[src/assert_macros.svh]
// Assertion macros used by the top-level RTL file.
`ifndef ASSERT_MACROS_SVH
`define ASSERT_MACROS_SVH

// Check a property on every rising edge outside reset.
`define ASSERT_CLK(label, clk, rst_n, prop, msg) \
    label: assert property (@(posedge clk) disable iff (!rst_n) prop) else $error(msg);

// Check that a condition is followed by another in the next cycle.
`define ASSERT_NEXT(label, clk, rst_n, ante, cons, msg) \
    label: assert property (@(posedge clk) disable iff (!rst_n) (ante) |=> (cons)) \
        else $error(msg);

`endif

[src/tlpp_pkg.sv]
// Shared types and constants of the tilted lidar point projection.
package tlpp_pkg;

    localparam int ANG_W         = 24;
    localparam int TRIG_W        = 32;
    localparam int COORD_W       = 17;
    localparam int MAX_BEAMS_DEF = 1024;
    localparam int N_TERMS       = 5;
    localparam int SIN_LAT       = 3 + 2 * N_TERMS + 1;
    localparam int ROT_LAT       = 8;

    localparam logic [32:0]      TWO_PI_Q30 = 33'd6746518852;
    localparam logic [30:0]      ONE_Q30    = 31'h4000_0000;
    localparam logic [ANG_W-1:0] QUARTER    = 24'h40_0000;

    // Horner divisors 110, 72, 42, 20, 6 as exact reciprocal multiply and shift
    localparam int DIV_SH [N_TERMS] = '{39, 39, 38, 37, 35};
    localparam logic [32:0] DIV_M [N_TERMS] = '{
        33'(((64'd1 << 39) + 64'd109) / 64'd110),
        33'(((64'd1 << 39) + 64'd71) / 64'd72),
        33'(((64'd1 << 38) + 64'd41) / 64'd42),
        33'(((64'd1 << 37) + 64'd19) / 64'd20),
        33'(((64'd1 << 35) + 64'd5) / 64'd6)
    };

    typedef struct packed {
        logic [23:0] start_angle;
        logic [23:0] angle_step;
        logic [15:0] pan_offset;
        logic [15:0] tilt_angle;
        logic [15:0] intensity_floor;
        logic [23:0] intensity_gain;
    } t_cfg;

endpackage

[src/tlpp_apb.sv]
// Configuration register bank with its APB-style access port.
module tlpp_apb (
    input  logic                i_clk,
    input  logic                i_rst_n,
    input  logic                psel,
    input  logic                penable,
    input  logic                pwrite,
    input  logic [4:0]          paddr,
    input  logic [31:0]         pwdata,
    output logic [31:0]         prdata,
    output logic                pready,
    output tlpp_pkg::t_cfg      o_cfg
);

    typedef enum logic [2:0] {
        REG_START_ANGLE,
        REG_ANGLE_STEP,
        REG_PAN_OFFSET,
        REG_TILT_ANGLE,
        REG_INT_FLOOR,
        REG_INT_GAIN
    } t_reg_idx;

    tlpp_pkg::t_cfg r_cfg;
    t_reg_idx       w_idx;
    logic           w_wr;

    assign pready = 1'b1;
    assign w_idx  = t_reg_idx'(paddr[4:2]);
    assign w_wr   = psel && penable && pwrite;

    // Write registers on the access phase; drop writes beyond the list
    always_ff @(posedge i_clk) begin
        if (!i_rst_n) begin
            r_cfg.start_angle     <= 24'd0;
            r_cfg.angle_step      <= 24'd16384;
            r_cfg.pan_offset      <= 16'd30037;
            r_cfg.tilt_angle      <= 16'hEAAB;
            r_cfg.intensity_floor <= 16'd2000;
            r_cfg.intensity_gain  <= 24'd8389;
        end else if (w_wr) begin
            case (w_idx)
                REG_START_ANGLE: r_cfg.start_angle     <= pwdata[23:0];
                REG_ANGLE_STEP:  r_cfg.angle_step      <= pwdata[23:0];
                REG_PAN_OFFSET:  r_cfg.pan_offset      <= pwdata[15:0];
                REG_TILT_ANGLE:  r_cfg.tilt_angle      <= pwdata[15:0];
                REG_INT_FLOOR:   r_cfg.intensity_floor <= pwdata[15:0];
                REG_INT_GAIN:    r_cfg.intensity_gain  <= pwdata[23:0];
                default: ;
            endcase
        end
    end

    // Return register contents on reads
    always_comb begin
        case (w_idx)
            REG_START_ANGLE: prdata = {8'd0, r_cfg.start_angle};
            REG_ANGLE_STEP:  prdata = {8'd0, r_cfg.angle_step};
            REG_PAN_OFFSET:  prdata = {16'd0, r_cfg.pan_offset};
            REG_TILT_ANGLE:  prdata = {16'd0, r_cfg.tilt_angle};
            REG_INT_FLOOR:   prdata = {16'd0, r_cfg.intensity_floor};
            REG_INT_GAIN:    prdata = {8'd0, r_cfg.intensity_gain};
            default:         prdata = 32'd0;
        endcase
    end

    assign o_cfg = r_cfg;

endmodule

[config.mk]
export PLATFORM = sky130hd
export DESIGN_NAME = tlpp_apb
export DESIGN_NICKNAME = d
export VERILOG_FILES = /design/src/assert_macros.svh /design/src/tlpp_pkg.sv /design/src/tlpp_apb.sv
export SDC_FILE = /design/constraint.sdc
export NUM_CORES = 1
export LEC_CHECK = 0
export ABC_AREA = 1
export BUFFER_PORTS_ARGS = -buffer_cell sky130_fd_sc_hd__buf_2
export CAP_MARGIN = 20
export CORE_AREA = 2 2 124 126
export DETAILED_ROUTE_END_ITERATION = 7
export DIE_AREA = 0 0 126 128
export PLACE_DENSITY = 0.67
export SLEW_MARGIN = 20
export SYNTH_ARGS = -nofsm -noshare
export SYNTH_HDL_FRONTEND = slang
export SYNTH_SLANG_ARGS = --single-unit
export TNS_END_PERCENT = 5
[constraint.sdc]
create_clock -name i_clk -period 1 [get_ports i_clk]
set_input_delay 0.05 -clock i_clk [delete_from_list [all_inputs] [get_ports i_clk]]
set_output_delay 0.05 -clock i_clk [all_outputs]
set_load 0.05 [all_outputs]
# [Word level (Yosys, flattened, before mapping)]
# Index checks and enable logic that the tools add are counted.
[word_totals] reg_bits=120 word_cells=21 output_inout_bits=153 in_bits=42
[op_classes] muxes=1 n_reduce_logical=9 n_eq_ne=5
[op_table] op="case mux 24 bit (6 select lines)" count=1
[op_table] op="AND reduction 2 bit" count=6
[op_table] op="equality test 3 x 2 -> 1 bit (second input constant)" count=2
[op_table] op="equality test 3 bit (second input constant)" count=2
[op_table] op="equality test 3 x 1 -> 1 bit (second input constant)" count=1
[op_table] op="logical NOT 3 bit" count=1
[op_table] op="logical AND 1 bit" count=2

# [Depth between registers and ports, before layout]
# Gate-level depths: netlist of run 1.
[logic_depth] ltp_word=3 depth_mapped=10 ltp_nobuf=7

# [Worst setup path after synthesis of run 1]
# No wires, ideal clock.
[synth_timing] path_type="input port to output port" start="in paddr[4]" end="out prdata[11]" n_path_buf=3 path_slack_ns=-0.315 stages=10 required_ns=0.950 arrival_ns=1.265 cell_sequence="buf_2 inv_2 buf_4 nand2_1 nor2_2 buf_4 nand2_1 nand2_1 inv_1 nand2_1"
[synth_via] elab_chain_len=2 word_cells_on_any_way=7 cone_classes="5 x eq/ne; 1 x mux; 1 x reduce/logical"
[synth_lines] item="from (decl)" line_no="tlpp_apb.sv:8" text="input logic [4:0] paddr,"
[synth_lines] item="equality test 3 bit (tied with other cells)" line_no="tlpp_apb.sv:56" text="case (w_idx)"
[synth_lines] item="case mux 24 bit (6 select lines) *" line_no="tlpp_apb.sv:56"
[synth_lines] item="to (decl)" line_no="tlpp_apb.sv:10" text="output logic [31:0] prdata,"
# Every way passes the cells marked *; elsewhere a longest branch is shown, timed or not.

# [Worst setup path after layout of run 1]
[layout_timing] start="reg r_cfg (netlist bit o_cfg[54])" end="out prdata[14]"
[layout_via] elab_chain_len=1
[layout_lines] item="from (decl)" line_no="tlpp_apb.sv:24" text="tlpp_pkg::t_cfg r_cfg;"
[layout_lines] item="case mux 24 bit (6 select lines)" line_no="tlpp_apb.sv:56"
# Every way passes these cells.

==> results of run 1 <==
-- critical path, cell delays in order, from the launching register on --
cell and delay (ns):
dfxtp_4 0.36, inv_1 0.06, nor2_1 0.05, a21oi_1 0.21, nand2_2 0.09, buf_6 0.16
-- area by class of cell --
| cell class | count | area (um2) | area share |
|---|---|---|---|
| Multi-Input combinational cell | 682 | 3270 | 0.314 |
| Tap cell | 188 | 235 | 0.0226 |
| Timing Repair Buffer | 314 | 3430 | 0.330 |
| Clock buffer | 18 | 439 | 0.0423 |
| Clock inverter | 14 | 204 | 0.0196 |
| Sequential cell | 120 | 2640 | 0.254 |
| Inverter | 46 | 181 | 0.0175 |
-- per-stage QoR --
stage               power, mW  TNS (ns)  area [um2]  std cells
floorplan                6.12     -2.17        6160        918
global placement         6.73    -25.17        7940       1327
detailed placement       6.74    -27.67        7940       1327
CTS                      13.7    -11.01       10100       1381
global route             14.1    -12.57       10400       1382
finish                   13.7    -10.45       10400       1382
-- power groups by stage --
| stage | clock, mW | sequential (mW) | combinational (mW) |
|---|---|---|---|
| after floorplan | 0 | 5.21 | 0.909 |
| after CTS | 6.77 | 4.89 | 2.00 |
| final | 6.77 | 4.84 | 2.09 |
| after global placement | 0 | 5.01 | 1.72 |
| after global routing | 7.06 | 4.85 | 2.19 |
| after detailed placement | 0 | 5.01 | 1.73 |
-- worst min path at each step --
stage	start	to	slack [ns]	depth (start not counted)
floorplan	pwdata[14]	o_cfg[86]$_SDFFE_PN1P_	0.18	2
global placement	pwdata[12]	o_cfg[68]$_SDFFE_PN1P_	0.29	3
detailed placement	pwdata[3]	o_cfg[43]$_SDFFE_PN1P_	0.29	3
CTS	i_rst_n	o_cfg[41]$_SDFFE_PN1P_	0.04	3
global route	i_rst_n	o_cfg[55]$_SDFFE_PN1P_	0.06	3
finish	i_rst_n	o_cfg[41]$_SDFFE_PN1P_	0.06	3
-- metal layers --
metal,wire length (um),global-route usage,vias to the layer above
li1,-,-,3403
met2,12200,0.506,410
met3,2260,0.0735,75
met1,9450,0.357,3340
met4,1120,0.147,0
met5,0,0,-
-- cells in the final DEF (no fill, tap or decap), types with 8 or more instances in the layout --
cell           count
buf_12            18
nand2_2           29
nand3_2           10
conb_1             9
inv_1             36
nor2_1           188
nand3_1          121
dfxtp_4           35
nand4_1           33
nand2_4           10
dfxtp_2           85
nor2_2             9
dlygate4sd3_1     24
buf_2             30
nor2_4            15
nand2_1          237
clkbuf_16         17
buf_4             83
buf_8             70
nand3_4            8
buf_6             89
-- logic make-up (layout without fill, tap and decap cells) --
logic type             after synthesis  in the layout  share of synthesized area
AND/OR/NAND/NOR                    660            660                      0.481
flip-flops                         120            120                      0.415
buffers and inverters              116            392                     0.0909
AO/OA/AOI/OAI                       13             13                     0.0113
other                                2              9                    0.00130
-- timing repair --
action | CTS | global route
hold buffers | 24 | 0
pin swaps | 31 | 17
setup buffers | 1 | 2
endpoints found under the hold margin | 55 | 0
endpoints found under the setup margin | 144 | 122
gates resized for setup | 406 | 99
==> results by stage, run 1 <==
Outcome:
- The run finished, with violations left.
- The final reports fail on negative setup slack.

Logic synthesis:
- Of all cell types, the one taking the most synthesized area is dfxtp_1.
- The Yosys warning count is 0.
- The distinct cell type count after synthesis is 17.
- The top-area cell type share of the netlist area is 0.415.
- After synthesis, the most frequently instantiated cells are nand2_1, nor2_1, nand3_1.
- The dominant register cell in the synthesized netlist is dfxtp_1.
- The mean area per synthesized cell is 6.35 um2.
- The number of instances in the synthesized netlist is 911.
- By instance count, the leading cell after synthesis is nand2_1.
- The count of flip-flops with a built-in enable after synthesis is 0.
- Sorting the synthesized cells by area gives the leading types as dfxtp_1, nand2_1, nor2_1.
- After synthesis, the share of flip-flops with an asynchronous set or reset is 0.
- The register area share after synthesis is 0.415.
- The post-synth design cell area is 5780 um2.
- Synthesis inferred 120 register bits.

Global route:
- In the global route stage, overall resource usage came out at 0.300.
- Global routing finished with a remaining overflow of 0.
- The initial antenna violation count was 0.
- The via count of the first global-routing pass is 6805.
- The first global-routing pass estimated 37200 um of wire.
- Entering global routing, the biggest net connects 43 pins.

Clocking:
- TritonCTS built the clock tree.
- The CTS root buffer is clkbuf_16.
- The insertion delay to the later sink of the worst-skew pair is 0.42 ns.
- The clock tree synthesis step divided the H-tree into 4 levels.
- Counting the buffers created by CTS gives 17.
- The clock slew at the register clock pins of the worst setup and hold paths is 0.06 ns.
- The clock tree buffer depth is 2.
- The number of clock sinks is 120.

Worst setup path:
- Of all nets on the critical path, the largest fanout is 3.
- The startpoint identified for the worst register-to-register timing path is o_cfg[97]$_SDFFE_PN0P_.
- STA classifies the critical path endpoint as an output pin.
- STA puts the critical path data arrival time at 1.35 ns.
- The number of cells on the worst reg-to-reg path is 4.
- The first element of the critical path is o_cfg[54]$_SDFFE_PN1P_.
- The required time of the critical path is 0.95 ns.
- The critical path is of the flop to output pin type.
- The destination of the critical timing path is prdata[14].
- The worst register-to-register path ends at o_cfg[97]$_SDFFE_PN0P_.
- STA classifies the critical path startpoint as a flop.
- The reg-to-reg setup timing slack is 0.17 ns.

Placed design:
- Detailed placement ended at an HPWL of 16800 um.
- The post-placement worst setup slack is -0.299 ns.
- During placement, the flow inserted port buffers numbering 175.
- The final estimated routing congestion in global placement is 0.955.

Layout:
- The register with the most flip-flops in the layout has 120 of them.
- Relative to the synthesized area, the layout overhead comes to 79.7%.
- Fill cells in the final layout number 1139.
- The number of antenna diodes in the final layout is 0.
- Once layout is complete, the utilization of the core stands at 0.699.
- At the end of the flow, the number of nets in the layout was 1223.
- In the final layout, the share of cells above drive strength 1 is 0.446.

Timing:
- The max-slew violation count is 0.
- Timing would allow up to 0.712 GHz.
- Setup repair after global routing could not meet its margin everywhere.
- The final worst-path setup slack is -0.404 ns.
- Setup violations remaining at the end of the flow were counted as 78.
- For the finished layout, the period the worst path requires is 1.40 ns.
- The worst-case clock skew is 0 ns.
- Dividing the final minimum period by the clock period gives 1.40.
- The number of hold violations in the final report is 0.
- The hold slack is 0.0608 ns.

Detailed routing:
- The remaining number of nets flagged by the antenna check after routing is 0.
- Before antenna repair, the detailed router went through 5 iterations.
- The final wirelength is 25000 um.
- Dividing the detail-routed wire length by the instance count gives 18.1 um.
- Dividing the detail-routed via count by the number of cells gives 5.23.
- The overall via count from detail_route is 7228.
- The remaining routing DRC violations is 0.
- The first routing iteration left 791 violations.

Power and ir drop:
- Across the VDD grid, the largest voltage drop is 0.00115 V.
- The share of total power dissipated in the clock network is 0.494.
- Of the total power, the share spent switching nets is 0.271.
- Of the total power, registers draw 0.353.
- Summed over all nets, the switching power comes to 3.71 mW.
- The internal power component is 9.99 mW.
- For this design the ratio of total power to cell area is 1320 nW/um2.
- The share of total power dissipated in combinational logic is 0.152.
- The static leakage is 4.86 nW.

Floorplanning:
- In this run the vertical extent of the chip is 128 um.
- The die footprint is 16100 um2.
- The overall die width is 126 um.
- The initialized floorplan defines 45 standard-cell rows.
- The floorplan step defined a core boundary enclosing 14900 um2.
- For this configuration, the core starts out at a cell density of 0.389.
- The number of primary I/O pins is 195.

Job:
- Max-cap violations in this run came to 0.

Hold path:
- The class of the most critical hold timing path is input pin to flop.
Note: power is estimated with default switching activity, not from simulation.
==> run 2: changes to the inputs <==
--- a/config.mk
+++ b/config.mk
@@ -8,10 +8,10 @@
 export ABC_AREA = 1
 export BUFFER_PORTS_ARGS = -buffer_cell sky130_fd_sc_hd__buf_2
 export CAP_MARGIN = 20
-export CORE_AREA = 2 2 124 126
+export CORE_AREA = 2 2 116 118
 export DETAILED_ROUTE_END_ITERATION = 7
-export DIE_AREA = 0 0 126 128
-export PLACE_DENSITY = 0.67
+export DIE_AREA = 0 0 118 120
+export PLACE_DENSITY = 0.75
 export SLEW_MARGIN = 20
 export SYNTH_ARGS = -nofsm -noshare
 export SYNTH_HDL_FRONTEND = slang
==> run 2 against run 1 <==
The flow still finishes with violations (negative setup slack); maximum frequency shrank 1.2%; first-iteration DRC count is 17% higher; flip-flop and latch count did not move; utilization is 9.4 points higher; clock skew did not move; register-to-register slack got worse by 0.02 ns; setup slack got worse by 0.017 ns; cell count down 1.0%; critical endpoint is now prdata[9]; highest routed layer unchanged.
==> results by stage, run 2 (synthesis results as in run 1) <==
Outcome:
- Outcome: finished with violations (unchanged).
- Violated checks: negative setup slack (unchanged).

Hold path:
- The worst hold path depth is 5 (was 3).
- The class of the most critical hold timing path is input pin to flop (unchanged).

Detailed routing:
- The overall via count from detail_route was 7541 (was 7228).
- The average wire length per cell after detail routing came to 19.2 um (was 18.1 um).
- The starting DRC count in detailed routing was 929 (was 791).
- The remaining routing DRC violations is 0 (unchanged).
- The number of optimization iterations in the first detailed-route pass is 6 (was 5).
- The final wirelength is 26200 um (was 25000 um).
- The remaining number of nets flagged by the antenna check after routing was 0 (unchanged).
- The post-detailed-route via-to-cell ratio is 5.51 (was 5.23).

Clocking:
- The clock tree from TritonCTS is yes (unchanged).
- The clock tree buffer depth is 2 (unchanged).
- The number of buffers inserted during clock tree synthesis is 17 (unchanged).
- The CTS root buffer is clkbuf_16 (unchanged).
- The number of clock sinks is 120 (unchanged).
- The clock slew at the register clock pins of the worst setup and hold paths is 0.05 ns (was 0.06 ns).
- The insertion delay to the later sink of the worst-skew pair is 0.43 ns (was 0.42 ns).
- The H-tree depth is 4 (unchanged).

Worst setup path:
- The data arrival time at the worst-slack endpoint is 1.37 ns (was 1.35 ns).
- The required time of the critical path is 0.95 ns (about the same).
- The worst reg2reg path depth came to 4 (unchanged).
- The top fanout value on the critical path was 3 (unchanged).
- Critical path, cell by cell: inv_1, nor2_1, a21oi_1, nand2_2, buf_4 (was inv_1, nor2_1, a21oi_1, nand2_2, buf_6).
- The category of cells accounting for the largest share of critical-path delay is flip-flops (unchanged).
- The highest-delay cell along the critical path is dfxtp_2 (was dfxtp_4).
- The instance count on the critical path is 5 (unchanged).
- The endpoint class of the critical path is an output pin (unchanged).
- The kind of start point of the critical path is a flop (unchanged).
- The class of the most critical setup path is flop to output pin (unchanged).
- The total buffers and inverters traversed by the critical path is 2 (unchanged).
- The peak per-stage delay on the critical path is 0.34 ns (was 0.36 ns).

Floorplanning:
- The starting density of the core is 0.445 (was 0.389).
- The die footprint is 14200 um2 (was 16100 um2).
- The number of primary I/O pins is 195 (unchanged).
- The overall die width is 118 um (was 126 um).
- The die boundary height is 120 um (was 128 um).
- The number of rows created at floorplan is 42 (was 45).
- The core footprint is 13000 um2 (was 14900 um2).

Timing:
- The hold slack is 0.211 ns (was 0.0608 ns).
- The shortest period the worst path allows is 1.42 ns (was 1.40 ns).
- The achievable clock frequency came to 0.704 GHz (was 0.712 GHz).
- The max-slew violation count is 0 (unchanged).
- Setup repair after global routing missed its margin: yes (unchanged).
- The worst-case clock skew is 0 ns (unchanged).
- The final worst-path setup slack is -0.421 ns (was -0.404 ns).
- The final setup violation count is 83 (was 78).
- The final period utilization was 1.42 (was 1.40).
- The number of hold violations in the final report was 0 (unchanged).

Global route:
- The global routing met2 resource utilization is 0.581 (was 0.506).
- The met1 global-route usage was 0.397 (was 0.357).
- The total track usage is 0.354 (was 0.300).
- The leftover overflow at the end of global routing is 0 (unchanged).
- The via count of the first global-routing pass was 7076 (was 6805).
- The first-pass GRT wire length is 38700 um (was 37200 um).
- The initial antenna violation count is 0 (unchanged).
- The largest net degree at the start of global routing was 41 (was 43).
- The routing usage on met3 was 0.103 (was 0.0735).
- The busiest layer in global routing is met2 (unchanged).

Power and ir drop:
- The largest vdd supply drop is 0.00114 V (was 0.00115 V).
- The net switching power figure is 3.62 mW (was 3.71 mW).
- The sequential share of power came to 0.358 (was 0.353).
- The relative contribution of the clock network to total power is 0.486 (was 0.494).
- The total power per unit cell area is 1310 nW/um2 (was 1320 nW/um2).
- The static leakage was 4.83 nW (was 4.86 nW).
- The internal power component is 9.87 mW (was 9.99 mW).
- The logic gate share of total power is 0.157 (was 0.152).
- The switching power as a share of total power was 0.268 (was 0.271).

Placed design:
- The post-detailed-placement cell area is 7910 um2 (was 7940 um2).
- The total of buffers placed on input and output ports is 175 (unchanged).
- The post-placement worst setup slack is -0.414 ns (was -0.299 ns).
- The count of placed standard cells including taps came to 1313 (was 1327).
- The final estimated routing congestion in global placement came to 0.939 (was 0.955).
- The estimated wirelength of the detail-placed design is 16100 um (was 16800 um).

Layout:
- The ratio of cells with drive above 1 in the final layout is 0.428 (was 0.446).
- The final-layout fill cell count is 796 (was 1139).
- The core utilization of the finished layout is 0.793 (was 0.699).
- Commonest cells after routing, fill and taps aside: nand2_1, nor2_1, nand3_1 (unchanged).
- The most common cell after layout, fill and taps aside is nand2_1 (unchanged).
- The total number of nets in the final design was 1221 (was 1223).
- The antenna diode instance count is 0 (unchanged).
- The layout-stage area growth over the synthesis result was 78.0% (was 79.7%).
- The number of standard cells in the final layout excluding fillers is 1368 (was 1382).
- The post-layout instance area is 10300 um2 (was 10400 um2).
- The flip-flop count of the largest register, all copies and words added is 120 (unchanged).

Job:
- The max-cap violation count is 0 (unchanged).
[run 2: changes by cell type in the layout (fill, tap and decap cells not counted), sizes merged]
| cell | before | now |
|---|---|---|
| clkbuf | 18 | 25 |
| buf | 290 | 285 |
| clkinv | 7 | 5 |
| bufinv | 5 | 4 |
| clkinvlp | 3 | 2 |
| dlygate4sd3 | 24 | 25 |
| inv | 45 | 44 |
[run 2: power by group through the flow]
stage	Clock, mW	Sequential (mW)	Combinational (mW)
2_1_floorplan	0	5.21	0.909
3_3_place_gp	0	5.01	1.71
3_5_place_dp	0	5.01	1.72
4_1_cts	6.53	4.88	1.99
5_1_grt	6.81	4.83	2.20
6_report	6.55	4.83	2.11
[run 2: final timing paths]
path | end | startpoint | slack (ns)
setup reg to reg | o_cfg[68]$_SDFFE_PN1P_ | o_cfg[68]$_SDFFE_PN1P_ | 0.15
hold / removal | o_cfg[86]$_SDFFE_PN1P_ | penable | 0.21
setup / recovery | prdata[9] | o_cfg[49]$_SDFFE_PN1P_ | -0.42
hold reg to reg | o_cfg[64]$_SDFFE_PN1P_ | o_cfg[64]$_SDFFE_PN1P_ | 0.48
[run 2: routing by layer]
metal  vias to the layer above  share of wire
li1                       3400              -
met1                      3455           0.35
met2                       520           0.48
met3                       166          0.098
met4                         0          0.076
met5                         -              0
[run 2: through the flow]
| step | power, mW | setup TNS, ns |
|---|---|---|
| after floorplan | 6.12 | -2.17 |
| final | 13.5 | -10.85 |
| after global routing | 13.8 | -12.91 |
| after global placement | 6.71 | -28.00 |
| after detailed placement | 6.73 | -31.24 |
| after CTS | 13.4 | -10.71 |
[run 2: cell type report]
| type | count | area [um2] | share of cell area |
|---|---|---|---|
| clock inverter | 9 | 145 | 0.0141 |
| inverter | 46 | 183 | 0.0178 |
| sequential | 120 | 2660 | 0.259 |
| timing repair buffer | 312 | 3420 | 0.333 |
| tap | 176 | 220 | 0.0214 |
| multi-input combinational | 682 | 3180 | 0.309 |
| clock buffer | 23 | 478 | 0.0464 |
[run 2: repair_timing]
item                       CTS  global route
pin swaps                   22             7
buffers inserted             1             0
hold buffers                25             0
hold endpoints to repair    65             0
setup endpoints to repair  144           152
resized for setup          373           121
[run 2: worst reg2reg max path: stages, from the launching register on]
cell and delay (ns):
dfxtp_2 0.33, buf_4 0.13, buf_4 0.14, nand2_1 0.08
nand3_1 0.06
==> run 3: changes to the inputs <==
--- a/config.mk
+++ b/config.mk
@@ -6,11 +6,12 @@
 export NUM_CORES = 1
 export LEC_CHECK = 0
 export ABC_AREA = 1
-export BUFFER_PORTS_ARGS = -buffer_cell sky130_fd_sc_hd__buf_2
+export BUFFER_PORTS_ARGS = -buffer_cell sky130_fd_sc_hd__buf_4
 export CAP_MARGIN = 20
 export CORE_AREA = 2 2 116 118
 export DETAILED_ROUTE_END_ITERATION = 7
 export DIE_AREA = 0 0 118 120
+export GPL_TIMING_DRIVEN = 0
 export PLACE_DENSITY = 0.75
 export SLEW_MARGIN = 20
 export SYNTH_ARGS = -nofsm -noshare
==> run 3 against run 2 <==
The run still ends with negative setup slack left; global-route usage down 0.67 points; maximum frequency up 1.6%; setup slack better by 0.022 ns; combinational power is 2% lower; via count shrank 2.2%; count of clock-buffer cells in the layout is the same; utilization shrank 3.7 points; clock skew did not move; critical path depth is the same; critical endpoint is now prdata[8]; largest power group unchanged.
==> results by stage, run 3 (synthesis results as in run 1) <==
Timing:
- The final setup TNS was -8.14 ns (was -10.85 ns).
- The worst-case clock skew came to 0 ns (unchanged).
- The shortest period the worst path allows came to 1.40 ns (was 1.42 ns).
- The final worst-path setup slack is -0.400 ns (was -0.421 ns).
- The transition at the pin with the smallest max-transition slack is 0.647 ns.
- The final setup violation count was 39 (was 83).
- The relative slew slack is 0.569.
- Setup repair after global routing missed its margin: yes (unchanged).
- The number of hold violations in the final report is 0 (unchanged).
- The max-slew violation count was 0 (unchanged).
- The final period utilization is 1.40 (was 1.42).
- The achievable clock frequency is 0.715 GHz (was 0.704 GHz).

Layout:
- The final-layout fill cell count is 927 (was 796).
- The ratio of cells with drive above 1 in the final layout was 0.418 (was 0.428).
- The area of combinational cells with multiple inputs was 3320 um2 (was 3180 um2).
- The total number of nets in the final design is 1193 (was 1221).
- The most common cell after layout, fill and taps aside is nand2_1 (unchanged).
- The flip-flop count of the largest register, all copies and words added is 120 (unchanged).
- Commonest cells after routing, fill and taps aside: nand2_1, nor2_1, nand3_1 (unchanged).
- The layout-stage area growth over the synthesis result is 69.7% (was 78.0%).
- The antenna diode instance count is 0 (unchanged).
- The area occupied by registers is 2640 um2 (was 2660 um2).

Power and ir drop:
- The relative contribution of the clock network to total power is 0.454 (was 0.486).
- The total power per unit cell area is 1290 nW/um2 (was 1310 nW/um2).
- The net switching power figure came to 3.65 mW (was 3.62 mW).
- The sequential share of power came to 0.384 (was 0.358).
- The logic gate share of total power was 0.163 (was 0.157).
- The total power is 12.7 mW (was 13.5 mW).
- The switching power as a share of total power is 0.289 (was 0.268).
- The static leakage is 4.53 nW (was 4.83 nW).
- The internal power component came to 9.00 mW (was 9.87 mW).
- The largest vdd supply drop is 0.00101 V (was 0.00114 V).

Clocking:
- The clock tree buffer depth is 2 (unchanged).
- The clock tree from TritonCTS is yes (unchanged).
- The insertion delay to the later sink of the worst-skew pair came to 0.42 ns (was 0.43 ns).
- The clock slew at the register clock pins of the worst setup and hold paths was 0.06 ns (was 0.05 ns).
- The CTS root buffer is clkbuf_16 (unchanged).
- The number of clock sinks is 120 (unchanged).
- The number of buffers inserted during clock tree synthesis is 17 (unchanged).
- The H-tree depth is 4 (unchanged).

Detailed routing:
- The remaining routing DRC violations is 0 (unchanged).
- The post-detailed-route via-to-cell ratio came to 5.50 (was 5.51).
- The overall via count from detail_route was 7374 (was 7541).
- The average wire length per cell after detail routing is 19.0 um (was 19.2 um).
- The final wirelength came to 25500 um (was 26200 um).
- The number of optimization iterations in the first detailed-route pass is 6 (unchanged).
- The remaining number of nets flagged by the antenna check after routing is 0 (unchanged).
- The starting DRC count in detailed routing came to 807 (was 929).

Floorplanning:
- The number of rows created at floorplan is 42 (unchanged).
- The core footprint came to 13000 um2 (unchanged).
- The die footprint is 14200 um2 (unchanged).
- The starting density of the core is 0.445 (unchanged).
- The number of primary I/O pins is 195 (unchanged).
- The overall die width is 118 um (unchanged).
- The die boundary height was 120 um (unchanged).

Hold path:
- The class of the most critical hold timing path is input pin to flop (unchanged).

Global route:
- The largest net degree at the start of global routing is 17 (was 41).
- The via count of the first global-routing pass is 6847 (was 7076).
- The initial antenna violation count came to 0 (unchanged).
- The first-pass GRT wire length was 37900 um (was 38700 um).
- The leftover overflow at the end of global routing is 0 (unchanged).
- The total track usage is 0.347 (was 0.354).

Placed design:
- The estimated wirelength of the detail-placed design came to 17200 um (was 16100 um).
- The final estimated routing congestion in global placement is 0.952 (was 0.939).
- The total of buffers placed on input and output ports is 173 (was 175).
- The post-placement worst setup slack is -0.683 ns (was -0.414 ns).

Job:
- The max-cap violation count is 0 (unchanged).

Worst setup path:
- The top fanout value on the critical path is 3 (unchanged).
- The required time of the critical path is 0.95 ns (about the same).
- The kind of start point of the critical path is a flop (unchanged).
- The class of the most critical setup path is flop to output pin (unchanged).
- The endpoint class of the critical path is an output pin (unchanged).
- The data arrival time at the worst-slack endpoint is 1.35 ns (was 1.37 ns).

Outcome:
- Violated checks: negative setup slack (unchanged).
- Outcome: finished with violations (unchanged).
## run 3: cell count changes in the layout (fill, tap and decap cells not counted), sizes merged
| cell | change |
|---|---|
| buf | -56 |
| bufinv | -3 |
| clkbuf | +29 |
| clkinv | +1 |
| clkinvlp | +3 |
| dlygate4sd3 | -1 |
| inv | -1 |
## run 3: stage by stage
step                hold WS, ns   util  instance area (um2)  std cells
global placement          0.272  0.591                 7680       1267
CTS                      0.0574  0.718                 9320       1335
finish                   0.0697  0.756                 9810       1340
floorplan                 0.176      -                 6160        918
global route             0.0687  0.756                 9810       1340
detailed placement        0.279  0.591                 7680       1267
## run 3: power groups by stage
stage	clock network, mW	logic, mW	registers [mW]
floorplan	0	0.909	5.21
global placement	0	1.68	5.02
detailed placement	0	1.68	5.02
CTS	5.71	1.94	4.92
global route	5.97	2.15	4.86
finish	5.74	2.06	4.85
## run 3: timing repair
action                                  4_1_cts  5_1_grt
pin swaps                                    24       19
gates resized for setup                     238      140
hold buffers                                 24        0
gates cloned                                  0        0
hold endpoints to repair                     46        0
endpoints found under the setup margin      181      218
setup buffers                                12        5
## run 3: path summary, 6_finish.rpt
kind	start	to	slack, ns	cells past startpoint
max	o_cfg[8]$_SDFFE_PN0P_	prdata[8]	-0.40	5
min	i_rst_n	o_cfg[107]$_SDFFE_PN0P_	0.07	3
max reg2reg	o_cfg[52]$_SDFFE_PN0P_	o_cfg[52]$_SDFFE_PN0P_	0.23	3
min reg2reg	o_cfg[54]$_SDFFE_PN1P_	o_cfg[54]$_SDFFE_PN1P_	0.48	2
## run 3: area by class of cell
type,count,share of cell area
inverters,46,0.0193
well taps,176,0.0224
plain buffers,70,0.0453
flip-flops and latches,120,0.269
clock buffers,23,0.0477
clock inverters,9,0.00765
repair buffers,214,0.251
multi-input cells,682,0.338
## run 3: worst max-delay path: stages (launching register included)
cell,delay (ns)
dfxtp_2,0.33
nand4_1,0.12
nand2_2,0.09
nor2_4,0.18
nand2_4,0.06
buf_8,0.15
## run 3: layer usage
layer | track usage | share of wire
met1 | 0.427 | 0.37
met2 | 0.553 | 0.47
met3 | 0.0879 | 0.099
met4 | 0.200 | 0.059
met5 | 0 | 0
